$ cat src/m4inv_pkg.sv
// ----------------------------------------------------------------------------
// m4inv_pkg: shared constants and tables for the 4x4 adjugate inverse
// Default widths and the term table for a 3x3 minor expansion.
// ----------------------------------------------------------------------------
`default_nettype none

package m4inv_pkg;

    localparam int ELEM_WIDTH_DEF = 32;
    localparam int FRAC_BITS_DEF  = 16;

    // last load position of a matrix
    localparam logic [3:0] LAST_POS  = 4'd15;
    // six terms per 3x3 minor, numbered from zero
    localparam logic [2:0] TERM_LAST = 3'd5;

    // column (within the 3x3 minor) used by row f of term t
    function automatic logic [1:0] term_col(input logic [2:0] t, input logic [1:0] f);
        logic [5:0] perm;
        perm = 6'b10_01_00;
        case (t)
            3'd0:    perm = 6'b10_01_00;
            3'd1:    perm = 6'b01_10_00;
            3'd2:    perm = 6'b10_00_01;
            3'd3:    perm = 6'b00_10_01;
            3'd4:    perm = 6'b01_00_10;
            3'd5:    perm = 6'b00_01_10;
            default: perm = 6'b10_01_00;
        endcase
        case (f)
            2'd0:    term_col = perm[1:0];
            2'd1:    term_col = perm[3:2];
            default: term_col = perm[5:4];
        endcase
    endfunction

    // odd permutations enter the minor with a minus sign
    function automatic logic term_neg(input logic [2:0] t);
        term_neg = (t == 3'd1) || (t == 3'd2) || (t == 3'd5);
    endfunction

endpackage

`default_nettype wire

$ cat src/m4inv_mul.sv
// ----------------------------------------------------------------------------
// m4inv_mul: bit-serial signed multiplier
// One multiplier bit per cycle, LSB first; the sign bit subtracts.
// ----------------------------------------------------------------------------
`default_nettype none

module m4inv_mul #(
    parameter int W  = m4inv_pkg::ELEM_WIDTH_DEF,
    parameter int XW = 4 * m4inv_pkg::ELEM_WIDTH_DEF + 2
) (
    input  wire logic          clk,
    input  wire logic          rst_n,
    input  wire logic          start,
    input  wire logic [XW-1:0] mcand,
    input  wire logic [W-1:0]  mplier,
    output logic               done,
    output logic [XW-1:0]      prod
);
    import m4inv_pkg::*;

    localparam int CW = $clog2(W);

    logic [XW-1:0] mc_reg;
    logic [W-1:0]  mp_reg;
    logic [XW-1:0] acc_reg, acc_next;
    logic [CW-1:0] cnt_reg;
    logic          busy_reg, done_reg;
    logic          top_bit;

    assign top_bit = (cnt_reg == CW'(W - 1));

    always_comb
    begin
        acc_next = acc_reg;
        if (mp_reg[0])
        begin
            acc_next = top_bit ? (acc_reg - mc_reg) : (acc_reg + mc_reg);
        end
    end

    always_ff @(posedge clk or negedge rst_n)
    begin
        if (!rst_n)
        begin
            busy_reg <= 1'b0;
            done_reg <= 1'b0;
            cnt_reg  <= '0;
        end
        else if (start)
        begin
            busy_reg <= 1'b1;
            done_reg <= 1'b0;
            cnt_reg  <= '0;
        end
        else if (busy_reg)
        begin
            cnt_reg <= cnt_reg + CW'(1);
            if (top_bit)
            begin
                busy_reg <= 1'b0;
                done_reg <= 1'b1;
            end
        end
        else
        begin
            done_reg <= 1'b0;
        end
    end

    always_ff @(posedge clk)
    begin
        if (start)
        begin
            mc_reg  <= mcand;
            mp_reg  <= mplier;
            acc_reg <= '0;
        end
        else if (busy_reg)
        begin
            acc_reg <= acc_next;
            mc_reg  <= {mc_reg[XW-2:0], 1'b0};
            mp_reg  <= {1'b0, mp_reg[W-1:1]};
        end
    end

    assign done = done_reg;
    assign prod = acc_reg;

endmodule

`default_nettype wire

$ cat src/m4inv_div.sv
// ----------------------------------------------------------------------------
// m4inv_div: bit-serial restoring divider
// Unsigned quotient, one quotient bit per cycle, MSB first.
// ----------------------------------------------------------------------------
`default_nettype none

module m4inv_div #(
    parameter int NW = 3 * m4inv_pkg::ELEM_WIDTH_DEF + 2 * m4inv_pkg::FRAC_BITS_DEF,
    parameter int DW = 4 * m4inv_pkg::ELEM_WIDTH_DEF + 2
) (
    input  wire logic          clk,
    input  wire logic          rst_n,
    input  wire logic          start,
    input  wire logic [NW-1:0] num,
    input  wire logic [DW-1:0] den,
    output logic               done,
    output logic [NW-1:0]      quo
);
    import m4inv_pkg::*;

    localparam int CW = $clog2(NW);
    localparam int RW = DW + 1;

    logic [NW-1:0] n_reg, q_reg;
    logic [DW-1:0] d_reg;
    logic [RW-1:0] r_reg, rs, r_next;
    logic [CW-1:0] cnt_reg;
    logic          busy_reg, done_reg, ge;
    logic          last_bit;

    assign last_bit = (cnt_reg == CW'(NW - 1));

    always_comb
    begin
        rs     = {r_reg[RW-2:0], n_reg[NW-1]};
        ge     = (rs >= {1'b0, d_reg});
        r_next = ge ? (rs - {1'b0, d_reg}) : rs;
    end

    always_ff @(posedge clk or negedge rst_n)
    begin
        if (!rst_n)
        begin
            busy_reg <= 1'b0;
            done_reg <= 1'b0;
            cnt_reg  <= '0;
        end
        else if (start)
        begin
            busy_reg <= 1'b1;
            done_reg <= 1'b0;
            cnt_reg  <= '0;
        end
        else if (busy_reg)
        begin
            cnt_reg <= cnt_reg + CW'(1);
            if (last_bit)
            begin
                busy_reg <= 1'b0;
                done_reg <= 1'b1;
            end
        end
        else
        begin
            done_reg <= 1'b0;
        end
    end

    always_ff @(posedge clk)
    begin
        if (start)
        begin
            n_reg <= num;
            d_reg <= den;
            r_reg <= '0;
            q_reg <= '0;
        end
        else if (busy_reg)
        begin
            r_reg <= r_next;
            q_reg <= {q_reg[NW-2:0], ge};
            n_reg <= {n_reg[NW-2:0], 1'b0};
        end
    end

    assign done = done_reg;
    assign quo  = q_reg;

endmodule

`default_nettype wire

$ cat src/matrix4_inverse_adjugate_top.sv
// Pacing: one matrix at a time; set by the bit-serial multiplier (W bits per
//   product, 6x2 products per minor) and the restoring divider (3W+2F bits each).
// Reset: asynchronous, active low; load position cleared, matrix store left as is.
// ----------------------------------------------------------------------------
// matrix4_inverse_adjugate_top: 4x4 fixed-point inverse by the adjugate
// Loads sixteen column-major words, builds the determinant and cofactors
// with a shared bit-serial multiplier, then divides each by the determinant.
// ----------------------------------------------------------------------------
`default_nettype none

module matrix4_inverse_adjugate_top #(
    parameter int ELEM_WIDTH = m4inv_pkg::ELEM_WIDTH_DEF,
    parameter int FRAC_BITS  = m4inv_pkg::FRAC_BITS_DEF
) (
    input  wire logic                               clk,
    input  wire logic                               rst_n,
    input  wire logic                               s_tvalid,
    output logic                                    s_tready,
    // element_value (bits above ELEM_WIDTH ignored)
    input  wire logic [((ELEM_WIDTH+7)/8)*8-1:0]    s_tdata,
    // restart
    input  wire logic [0:0]                         s_tuser,
    output logic                                    m_tvalid,
    input  wire logic                               m_tready,
    // result_value, zero padded
    output logic [((ELEM_WIDTH+7)/8)*8-1:0]         m_tdata,
    // element_index[3:0], singular, saturated
    output logic [5:0]                              m_tuser,
    // last_of_matrix
    output logic                                    m_tlast
);
    import m4inv_pkg::*;

    localparam int W   = ELEM_WIDTH;
    localparam int TDW = ((ELEM_WIDTH + 7) / 8) * 8;
    localparam int XW  = 4 * W + 2;          // products and determinant
    localparam int MW  = 3 * W + 1;          // 3x3 minor
    localparam int NW  = 3 * W + 2 * FRAC_BITS; // scaled cofactor magnitude

    localparam logic [W-1:0]  MAXV    = {1'b0, {(W-1){1'b1}}};
    localparam logic [W-1:0]  MINV    = {1'b1, {(W-1){1'b0}}};
    localparam logic [NW-1:0] NEG_LIM = NW'(1) << (W - 1);

    typedef enum logic [3:0] {
        S_LOAD, S_TA, S_TB, S_M1, S_TC, S_M2, S_MDONE,
        S_DM, S_DCHK, S_DW, S_ECHO, S_OUT
    } state_t;

    state_t        state_reg;
    logic [3:0]    load_pos_reg, k_reg;
    logic [2:0]    term_reg;
    logic [1:0]    sc_reg;
    logic          phase_det_reg, sing_reg, sat_reg, neg_reg, valid_reg;
    logic [W-1:0]  a_reg, res_reg;
    logic [MW-1:0] minor_reg;
    logic [XW-1:0] det_reg;

    // element store: no reset, every read follows a full load
    logic [W-1:0]  store_reg [16];

    logic [3:0]    pos, rd_addr;
    logic [W-1:0]  rd_data, in_elem;
    logic          s_acc;

    // minor addressing
    logic [1:0]    skip_row, skip_col, lr, lc, ar, ac;
    logic [3:0]    term_addr;

    // shared units
    logic          mul_start, mul_done, div_start, div_done;
    logic [XW-1:0] mul_mcand, mul_prod;
    logic [W-1:0]  mul_mplier;
    logic [NW-1:0] div_num, div_quo;
    logic [XW-1:0] det_mag;

    logic [MW-1:0] cof, cof_mag, prod_m;
    logic          pos_big, neg_big;

    assign in_elem = s_tdata[W-1:0];
    assign s_tready = (state_reg == S_LOAD);
    assign s_acc    = s_tvalid && s_tready;
    assign pos      = s_tuser[0] ? 4'd0 : load_pos_reg;
    assign rd_data  = store_reg[rd_addr];

    // row f of the current term; skip the deleted row and column
    always_comb
    begin
        skip_row = phase_det_reg ? 2'd0 : k_reg[3:2];
        skip_col = phase_det_reg ? sc_reg : k_reg[1:0];
        case (state_reg)
            S_TA:    lr = 2'd0;
            S_TB:    lr = 2'd1;
            default: lr = 2'd2;
        endcase
        lc = term_col(term_reg, lr);
        ar = (lr >= skip_row) ? (lr + 2'd1) : lr;
        ac = (lc >= skip_col) ? (lc + 2'd1) : lc;
        term_addr = {ac, ar};
    end

    always_comb
    begin
        unique case (state_reg)
            S_TA, S_TB, S_TC: rd_addr = term_addr;
            S_MDONE:          rd_addr = {sc_reg, 2'b00};
            S_ECHO:           rd_addr = k_reg;
            default:          rd_addr = 4'd0;
        endcase
    end

    // cofactor sign is (-1)^(row+col)
    always_comb
    begin
        cof     = (k_reg[0] ^ k_reg[2]) ? (MW'(0) - minor_reg) : minor_reg;
        cof_mag = cof[MW-1] ? (MW'(0) - cof) : cof;
        det_mag = det_reg[XW-1] ? (XW'(0) - det_reg) : det_reg;
        div_num = NW'(cof_mag[MW-2:0]) << (2 * FRAC_BITS);
        prod_m  = mul_prod[MW-1:0];
        pos_big = (div_quo[NW-1:W-1] != '0);
        neg_big = (div_quo > NEG_LIM);
    end

    always_comb
    begin
        mul_start  = 1'b0;
        mul_mcand  = {{(XW-W){a_reg[W-1]}}, a_reg};
        mul_mplier = rd_data;
        div_start  = 1'b0;
        unique case (state_reg)
            S_TB:    mul_start = 1'b1;
            S_TC:
            begin
                mul_start = 1'b1;
                mul_mcand = mul_prod;
            end
            S_MDONE:
            begin
                mul_start = phase_det_reg;
                mul_mcand = {{(XW-MW){minor_reg[MW-1]}}, minor_reg};
                div_start = !phase_det_reg;
            end
            default: ;
        endcase
    end

    always_ff @(posedge clk)
    begin
        if (s_acc)
        begin
            store_reg[pos] <= in_elem;
        end
    end

    always_ff @(posedge clk or negedge rst_n)
    begin
        if (!rst_n)
        begin
            state_reg     <= S_LOAD;
            load_pos_reg  <= 4'd0;
            k_reg         <= 4'd0;
            term_reg      <= 3'd0;
            sc_reg        <= 2'd0;
            phase_det_reg <= 1'b0;
            sing_reg      <= 1'b0;
            sat_reg       <= 1'b0;
            neg_reg       <= 1'b0;
            valid_reg     <= 1'b0;
            a_reg         <= '0;
            res_reg       <= '0;
            minor_reg     <= '0;
            det_reg       <= '0;
        end
        else
        begin
            unique case (state_reg)
                S_LOAD:
                begin
                    if (s_acc)
                    begin
                        if (pos == LAST_POS)
                        begin
                            load_pos_reg  <= 4'd0;
                            phase_det_reg <= 1'b1;
                            sc_reg        <= 2'd0;
                            term_reg      <= 3'd0;
                            k_reg         <= 4'd0;
                            minor_reg     <= '0;
                            det_reg       <= '0;
                            state_reg     <= S_TA;
                        end
                        else
                        begin
                            load_pos_reg <= pos + 4'd1;
                        end
                    end
                end
                S_TA:
                begin
                    a_reg     <= rd_data;
                    state_reg <= S_TB;
                end
                S_TB:    state_reg <= S_M1;
                S_M1:
                begin
                    if (mul_done)
                    begin
                        state_reg <= S_TC;
                    end
                end
                S_TC:    state_reg <= S_M2;
                S_M2:
                begin
                    if (mul_done)
                    begin
                        minor_reg <= term_neg(term_reg) ? (minor_reg - prod_m)
                                                        : (minor_reg + prod_m);
                        if (term_reg == TERM_LAST)
                        begin
                            state_reg <= S_MDONE;
                        end
                        else
                        begin
                            term_reg  <= term_reg + 3'd1;
                            state_reg <= S_TA;
                        end
                    end
                end
                S_MDONE:
                begin
                    term_reg <= 3'd0;
                    if (phase_det_reg)
                    begin
                        state_reg <= S_DM;
                    end
                    else
                    begin
                        neg_reg   <= cof[MW-1] ^ det_reg[XW-1];
                        minor_reg <= '0;
                        state_reg <= S_DW;
                    end
                end
                S_DM:
                begin
                    if (mul_done)
                    begin
                        // cofactor expansion along the first row
                        det_reg   <= sc_reg[0] ? (det_reg - mul_prod) : (det_reg + mul_prod);
                        minor_reg <= '0;
                        if (sc_reg == 2'd3)
                        begin
                            state_reg <= S_DCHK;
                        end
                        else
                        begin
                            sc_reg    <= sc_reg + 2'd1;
                            state_reg <= S_TA;
                        end
                    end
                end
                S_DCHK:
                begin
                    phase_det_reg <= 1'b0;
                    k_reg         <= 4'd0;
                    sing_reg      <= (det_reg == '0);
                    state_reg     <= (det_reg == '0) ? S_ECHO : S_TA;
                end
                S_DW:
                begin
                    if (div_done)
                    begin
                        if (neg_reg)
                        begin
                            sat_reg <= neg_big;
                            res_reg <= neg_big ? MINV : (W'(0) - div_quo[W-1:0]);
                        end
                        else
                        begin
                            sat_reg <= pos_big;
                            res_reg <= pos_big ? MAXV : div_quo[W-1:0];
                        end
                        valid_reg <= 1'b1;
                        state_reg <= S_OUT;
                    end
                end
                S_ECHO:
                begin
                    // singular matrix: hand back the stored word
                    res_reg   <= rd_data;
                    sat_reg   <= 1'b0;
                    valid_reg <= 1'b1;
                    state_reg <= S_OUT;
                end
                S_OUT:
                begin
                    if (m_tready)
                    begin
                        valid_reg <= 1'b0;
                        if (k_reg == LAST_POS)
                        begin
                            state_reg <= S_LOAD;
                        end
                        else
                        begin
                            k_reg     <= k_reg + 4'd1;
                            state_reg <= sing_reg ? S_ECHO : S_TA;
                        end
                    end
                end
                default: state_reg <= S_LOAD;
            endcase
        end
    end

    m4inv_mul #(
        .W  (W),
        .XW (XW)
    ) u_mul (
        .clk    (clk),
        .rst_n  (rst_n),
        .start  (mul_start),
        .mcand  (mul_mcand),
        .mplier (mul_mplier),
        .done   (mul_done),
        .prod   (mul_prod)
    );

    m4inv_div #(
        .NW (NW),
        .DW (XW)
    ) u_div (
        .clk   (clk),
        .rst_n (rst_n),
        .start (div_start),
        .num   (div_num),
        .den   (det_mag),
        .done  (div_done),
        .quo   (div_quo)
    );

    assign m_tvalid = valid_reg;
    assign m_tdata  = TDW'(res_reg);
    assign m_tuser  = {sat_reg, sing_reg, k_reg};
    assign m_tlast  = (k_reg == LAST_POS);

    // no word taken in while a result is pending
    a_no_overlap: assert property (@(posedge clk) disable iff (!rst_n)
        !(s_tready && m_tvalid))
        else $error("input taken while result pending");

    // echoed words are never flagged as clamped
    a_sing_nosat: assert property (@(posedge clk) disable iff (!rst_n)
        (m_tvalid && m_tuser[4]) |-> !m_tuser[5])
        else $error("singular word flagged saturated");

    // after the last result the block is ready to load again
    a_back_to_load: assert property (@(posedge clk) disable iff (!rst_n)
        (m_tvalid && m_tready && m_tlast) |=> s_tready)
        else $error("not back to loading after last result");

    // the divider is only started with a nonzero divisor
    a_div_nonzero: assert property (@(posedge clk) disable iff (!rst_n)
        div_start |-> (det_reg != '0))
        else $error("division started with zero determinant");

endmodule

`default_nettype wire

$ cat config.mk
export PLATFORM = sky130hd
export DESIGN_NAME = matrix4_inverse_adjugate_top
export DESIGN_NICKNAME = d
export VERILOG_FILES = /design/src/m4inv_pkg.sv /design/src/m4inv_mul.sv /design/src/m4inv_div.sv /design/src/matrix4_inverse_adjugate_top.sv
export SDC_FILE = /design/constraint.sdc
export NUM_CORES = 2
export LEC_CHECK = 0
export ABC_CLOCK_PERIOD_IN_PS = 8400
export BUFFER_PORTS_ARGS = -buffer_cell sky130_fd_sc_hd__buf_2
export CAP_MARGIN = 10
export CORE_MARGIN = 2
export CORE_UTILIZATION = 42
export CTS_CLUSTER_DIAMETER = 60
export DETAILED_ROUTE_END_ITERATION = 8
export PLACE_DENSITY = 0.6
export SETUP_SLACK_MARGIN = 0.15
export SLEW_MARGIN = 40
export SYNTH_ARGS = -nofsm -noshare
export SYNTH_HDL_FRONTEND = slang
export SYNTH_SLANG_ARGS = --single-unit
$ cat constraint.sdc
create_clock -name clk -period 8.4 [get_ports clk]
set_clock_uncertainty 0.2 [all_clocks]
set_input_delay 2.52 -clock clk [delete_from_list [all_inputs] [get_ports clk]]
set_output_delay 2.52 -clock clk [all_outputs]
set_load 0.02 [all_outputs]
Yosys cells after proc, flatten, opt, wreduce, memory -nomap -nowiden
Memories as Yosys holds them, arrays and structs flattened.
Index checks and enable logic that the tools add are counted.
{"block": "word_totals", "regBits": 1105, "latch_bits": 0, "mem_bits_rw": 512, "rom_bits": 0, "word_cells": 218, "mem_count": 1}
{"block": "op_classes", "n_addsub": 19, "n_mul": 0, "div_mod_pow": 0, "magnitude_cmp": 4, "n_eq_ne": 35, "shifts": 0, "n_mux": 97, "n_bitwise": 3, "reduce_logical": 31}
{"memory": "store_reg", "depth": 16, "word_bits": 32, "read_ports": 1, "rd_clocked_by_memory_dff": 0, "wr": 1, "line": "matrix4_inverse_adjugate_top.sv:59", "text": "logic [W-1:0] store_reg [16];"}
{"op": "$mux W130", "n": 8}
{"op": "$mux W97", "n": 7}
{"op": "$pmux W130 S2", "n": 2}
{"op": "$sub A130 B130 Y130", "n": 3}
{"op": "$pmux W97 S4", "n": 1}
{"op": "$add A130 B130 Y130", "n": 2}
{"op": "$mux W128", "n": 2}
{"op": "$mux W32", "n": 6}
{"op": "$ge A131 B130 Y1", "n": 1}
{"op": "$logic_not A130 Y1", "n": 1}
{"op": "$sub A1 B130 Y130 const A", "n": 1}
{"op": "$mux W129", "n": 1}
{"op": "$gt A128 B32 Y1 const B", "n": 1}
{"op": "$add A97 B97 Y97", "n": 1}
{"op": "$reduce_bool A97 Y1", "n": 1}
{"op": "$sub A1 B97 Y97 const A", "n": 1}
{"op": "$sub A97 B97 Y97", "n": 1}
{"op": "$mux W96", "n": 1}
{"op": "$sub A1 B96 Y96 const A", "n": 1}
{"op": "$mux W4", "n": 18}
{"op": "$pmux W32 S2", "n": 1}
{"op": "$pmux W4 S12", "n": 1}
{"op": "$sub A1 B32 Y32 const A", "n": 1}
{"op": "$pmux W6 S5", "n": 1}
{"op": "other kinds (48)", "n": 125}

Longest topological paths before layout
An unclocked memory read counts as a cell.
{"block": "logic_depth", "ltp_word": 9, "ltp_mapped": 29, "mapped_depth_nobuf": 28}

Hierarchy
Synthesis repeated with hierarchy kept, for this count alone.
{"block": "unflattened", "cells_unflattened": 13049, "area_unflattened_um2": 114537.4}
{"mod": "matrix4_inverse_adjugate_top", "instances": 1, "cells_per_inst": 7172, "area_each_um2": 62205.9, "seq_area_each_um2": 23207.3}
{"mod": "m4inv_div", "instances": 1, "cells_per_inst": 3099, "area_each_um2": 29215.5, "seq_area_each_um2": 13137.6}
{"mod": "m4inv_mul", "instances": 1, "cells_per_inst": 2778, "area_each_um2": 23115.9, "seq_area_each_um2": 7642.3}

Worst setup path before layout
OpenSTA, ideal clock, no wires.
{"block": "synth_path", "path_kind": "register to register", "startpoint": "register u_mul.acc_reg[11] (netlist: u_mul.prod[11])", "endpoint": "register det_reg[128]", "setup_time_ns": 0.131, "arrival_time_ns": 6.881, "path_slack_ns": 1.188, "path_stages_with_launch": 30, "n_path_buf": 4, "path_cell_list": "dfxtp_1 > clkbuf_1 > or4_1 > nor4_1 > and3_1 > clkbuf_1 > and4_1 > clkbuf_1 > nand3_1 > nor2_1 > nand4_1 > nor4_1 > and4_1 > and2_1 > nor2_1 > xnor2_1 > ha_1 > clkbuf_1 > and3_1 > nand2_1 > nor3_1 > nand2_1 > or3_1 > o21ai_0 > nor3_1 > o41ai_1 > a31o_2 > a31oi_1 > and4_1 > or3_1"}
{"block": "synth_via", "elab_chain_len": 4, "elab_cells_between_ends": 5, "classes_between": "add/sub: 2; mux: 3"}
{"element": "from (decl)", "line": "m4inv_mul.sv:25", "text": "logic [XW-1:0] acc_reg, acc_next;"}
{"element": "from (signal assigned)", "line": "m4inv_mul.sv:80", "text": "acc_reg <= acc_next;"}
{"element": "$add A130 B130 Y130 or $sub A130 B130 Y130 (tied branches)", "line": "matrix4_inverse_adjugate_top.sv:247", "text": "det_reg <= sc_reg[0] ? (det_reg - mul_prod) : (det_reg + mul_prod);"}
{"element": "$mux W130 *", "line": "matrix4_inverse_adjugate_top.sv:247"}
{"element": "$mux W130 *", "line": "matrix4_inverse_adjugate_top.sv:244", "text": "if (mul_done)"}
{"element": "$pmux W130 S2 *", "line": "matrix4_inverse_adjugate_top.sv:175", "text": "unique case (state_reg)"}
{"element": "to (signal assigned)", "line": "matrix4_inverse_adjugate_top.sv:247"}
{"element": "to (decl)", "line": "matrix4_inverse_adjugate_top.sv:56", "text": "logic [XW-1:0] det_reg;"}
Every way passes the cells marked *; elsewhere a longest branch is shown, timed or not. The select of a mux whose other input is x is not followed.
A chain may end at the register's enable or synchronous reset.

Worst setup path in the final report
{"block": "layout_path", "startpoint": "register u_mul.acc_reg[28] (netlist: u_mul.prod[28])", "endpoint": "register det_reg[114]"}
Same word-level chain as after synthesis.

==> results.toml <==
[critical_path]
slowest_stage = "nor4_1"
start_kind = "flop"
path_buf_inv = 2
path_delay_family = "simple AND/OR/NAND/NOR gates"
cp_max_fo = 8
cp_slowest_stage_delay_ns = 0.56
worst_path_most_repeated_cell = "o21ai_0"
critical_path_class = "flop to flop"
cp-end-kind = "flop"
crit_required_ns = 8.96
path_cells = "or3_1 > or4_1 > or3_1 > nor3_1 > and3_1 > and2_0 > a21oi_1 > xnor2_1 > ha_1 > nand2_1 > nor4_1 > nand3_1 > or4_1 > a2111oi_0 > buf_4 > o21ai_0 > o21bai_1 > a211oi_1 > o21ai_0 > buf_4 > a21oi_1 > xor2_1 > o21ai_0"
cp.arrival_ns = 8.51

[place]
hpwlAfterDp_um = 285000
dp.cells = 15900
io_buffers = 77
place.gp.congestion = 0.988

[synth]
synth.area.top_cells = "edfxtp_1 (24%), dfrtp_1 (7.5%), dfxtp_1 (7.0%)"
yosysWarnings = 0
synth_top_cell_by_area = "edfxtp_1"
synthArstFlopShare_pct = 20.3
synth_edf_count = 900
synth_cells = 13000
syn_area_mm2 = 0.110
synthFlopType = "edfxtp_1"
synthDominantCellAreaShare_pct = 24.5
synth.distinct_cells = 96
synth_area_per_cell_um2 = 8.48
ys_seq_area_share_pct = 39.0
yosys_register_bits = 1617
synth_nets = 13600

[sta]
max_slew_margin_pct = 37.2
hold_viol_final = 0
setup_tns_ns = 0
finalCriticalPeriod_ns = 7.95
grt_setup_unrepaired = "no"
hold_slack_ns = 0.273
tightest_slew_ns = 0.942
finalCritPeriodShare_pct = 94.6
slew_viol_final = 0
setup_violations = 0
max_clock_freq_ghz = 0.126

[layout]
final_core_util_pct = 46.2
largest_reg_flops = 512
final_common_cell = "nand2_1"
nets = 13100
area_delta_synth_final_pct = 9.55
drive_above_1_share_pct = 6.22
layoutNonFillerInstCount = 16300
final.fill_count = 25300
layout_common_cells = "nand2_1 (1706), a21oi_1 (1224), nor2_1 (1056), o21ai_0 (1019), edfxtp_1 (900)"

[power_and_ir_drop]
switching_power_mw = 29.0
power_frac_clock_pct = 15.6
p_comb_share_pct = 62.0
sw_frac_of_total_pct = 51.3
seqPwrFrac_pct = 22.3
irDropWorstVdd_v = 0.000349
p_int_mw = 27.6
power_density_mw_per_mm2 = 468
p_leak_nw = 47.3

[floorplanning]
rows = 188
initial_core_util_pct = 42.1
io_pins = 78
coreArea_mm2 = 0.262
die_x_um = 517
dieArea_mm2 = 0.267
fp.dieH_um = 517

[clock_network]
cts_root_buf = "clkbuf_16"
numCtsBuffers = 206
cts_hold_buffers = 0
cts_setup_buffers = 0
htreeDepth = 4
clock_path_buffers = 4
cts_tree = "built"
cts_resized = 0
clk_pin_slew_ns = 0.06
clk_latency_ns = 0.90
cts_sinks = 1617

[detailed_routing]
first_pass_iters = 8
vias = 98500
ant_nets = 0
drc = 0
avgRoutedWirePerCell_um = 23.6
wl_um = 384000
vias_per_cell = 6.04
drt_iter0_markers = 11100

[global_route]
grt_pass1_wl_um = 578000
antenna_found_initial = 8
grt_max_degree = 150
grt_pass1_vias = 92600
grt_usage_pct = 27.8
overflow = 0

[flow_run]
max-cap-violations = 0

[status]
status = "complete, no violations"

[worst_hold_path]
hp-class = "flop to flop"
-- power by group through the flow --
stage          registers (mW)  clock network [mW]  logic [mW]
2_1_floorplan            11.7                   0        24.2
3_3_place_gp             12.6                   0        34.0
3_5_place_dp             12.7                   0        34.2
4_1_cts                  12.5                9.02        34.4
5_1_grt                  12.8                9.30        38.1
6_report                 12.6                8.85        35.1
-- cell usage after synthesis (all sizes together), types with 42 or more instances --
master  instances
a21o          271
o22ai          62
dfrtp         329
o21ai        1032
nand4         263
edfxtp        900
o221ai         42
xnor2         831
dfxtp         388
buf            81
ha            507
nor2         1078
or4            75
a31oi         208
o31ai         123
nor4          153
a211oi        241
a221oi        114
nand3         152
nand2        1713
or2            55
nand2b         99
o41ai          58
nor3          282
nor2b          79
inv           351
a311oi         68
xor2          304
clkbuf        814
and3           85
o21a           68
or3           118
and2          169
mux2i         157
a21oi        1224
o21bai        145
-- routing by layer --
| metal | vias up | share of wire, % | routed length (um) | global-route usage [%] |
|---|---|---|---|---|
| met4 | 4 | 2.9 | 11300 | 8.19 |
| met2 | 3859 | 42 | 162000 | 41.0 |
| met3 | 594 | 8.1 | 31100 | 4.69 |
| li1 | 46500 | - | - | - |
| met5 | - | 0.0083 | 32 | 0 |
| met1 | 47500 | 47 | 179000 | 41.3 |
-- path summary, 6_finish.rpt --
check	cells past startpoint	endpoint	slack, ns	start
setup reg to reg	23	det_reg[114]	0.45	u_mul.prod[28]
setup / recovery	23	det_reg[114]	0.45	u_mul.prod[28]
min in group asynchronous	1	det_reg[123]	1.46	rst_n
max in group asynchronous	2	det_reg[50]	5.32	rst_n
hold / removal	2	u_div.r_reg[122]	0.27	u_div.r_reg[122]
hold reg to reg	2	u_div.r_reg[122]	0.27	u_div.r_reg[122]
-- worst reg2reg max path, cell delays in order, from the launching register on --
cell,delay [ns]
dfxtp_1,0.42
or3_1,0.42
or4_1,0.47
or3_1,0.40
nor3_1,0.44
and3_1,0.38
and2_0,0.50
a21oi_1,0.17
xnor2_1,0.19
ha_1,0.43
nand2_1,0.17
nor4_1,0.56
nand3_1,0.15
or4_1,0.45
a2111oi_0,0.42
buf_4,0.19
o21ai_0,0.24
o21bai_1,0.42
a211oi_1,0.25
o21ai_0,0.43
buf_4,0.20
a21oi_1,0.06
xor2_1,0.14
o21ai_0,0.14
-- through the flow --
stage	setup WS, ns	power, mW	cell area [um2]
after floorplan	1.19	35.9	110000
after global placement	0.0537	46.6	114000
after detailed placement	0.589	46.9	114000
after CTS	0.491	56.0	121000
after global routing	0.155	60.2	121000
final	0.449	56.6	121000
-- kinds of logic after synthesis --
family	after synthesis	share of synthesized area, %
flip-flops	1617	39.0
adder cells (fa/ha/maj)	511	5.82
AND/OR/NAND/NOR	4419	18.6
buffers and inverters	1247	4.28
XOR/XNOR	1135	9.01
multiplexers	167	1.53
AO/OA/AOI/OAI	3908	21.8
-- area by class of cell --
cell class / instances / area, um2 / share of cell area [%]
Antenna cell: 5 / 12.5 / 0.0104
Clock buffer: 270 / 5630 / 4.66
Clock inverter: 113 / 1140 / 0.941
Inverter: 352 / 1330 / 1.10
Multi-Input combinational cell: 10100 / 63100 / 52.2
Sequential cell: 1617 / 43000 / 35.6
Tap cell: 3515 / 4400 / 3.64
Timing Repair Buffer: 284 / 2190 / 1.81
(Power assumes the default switching activity.)
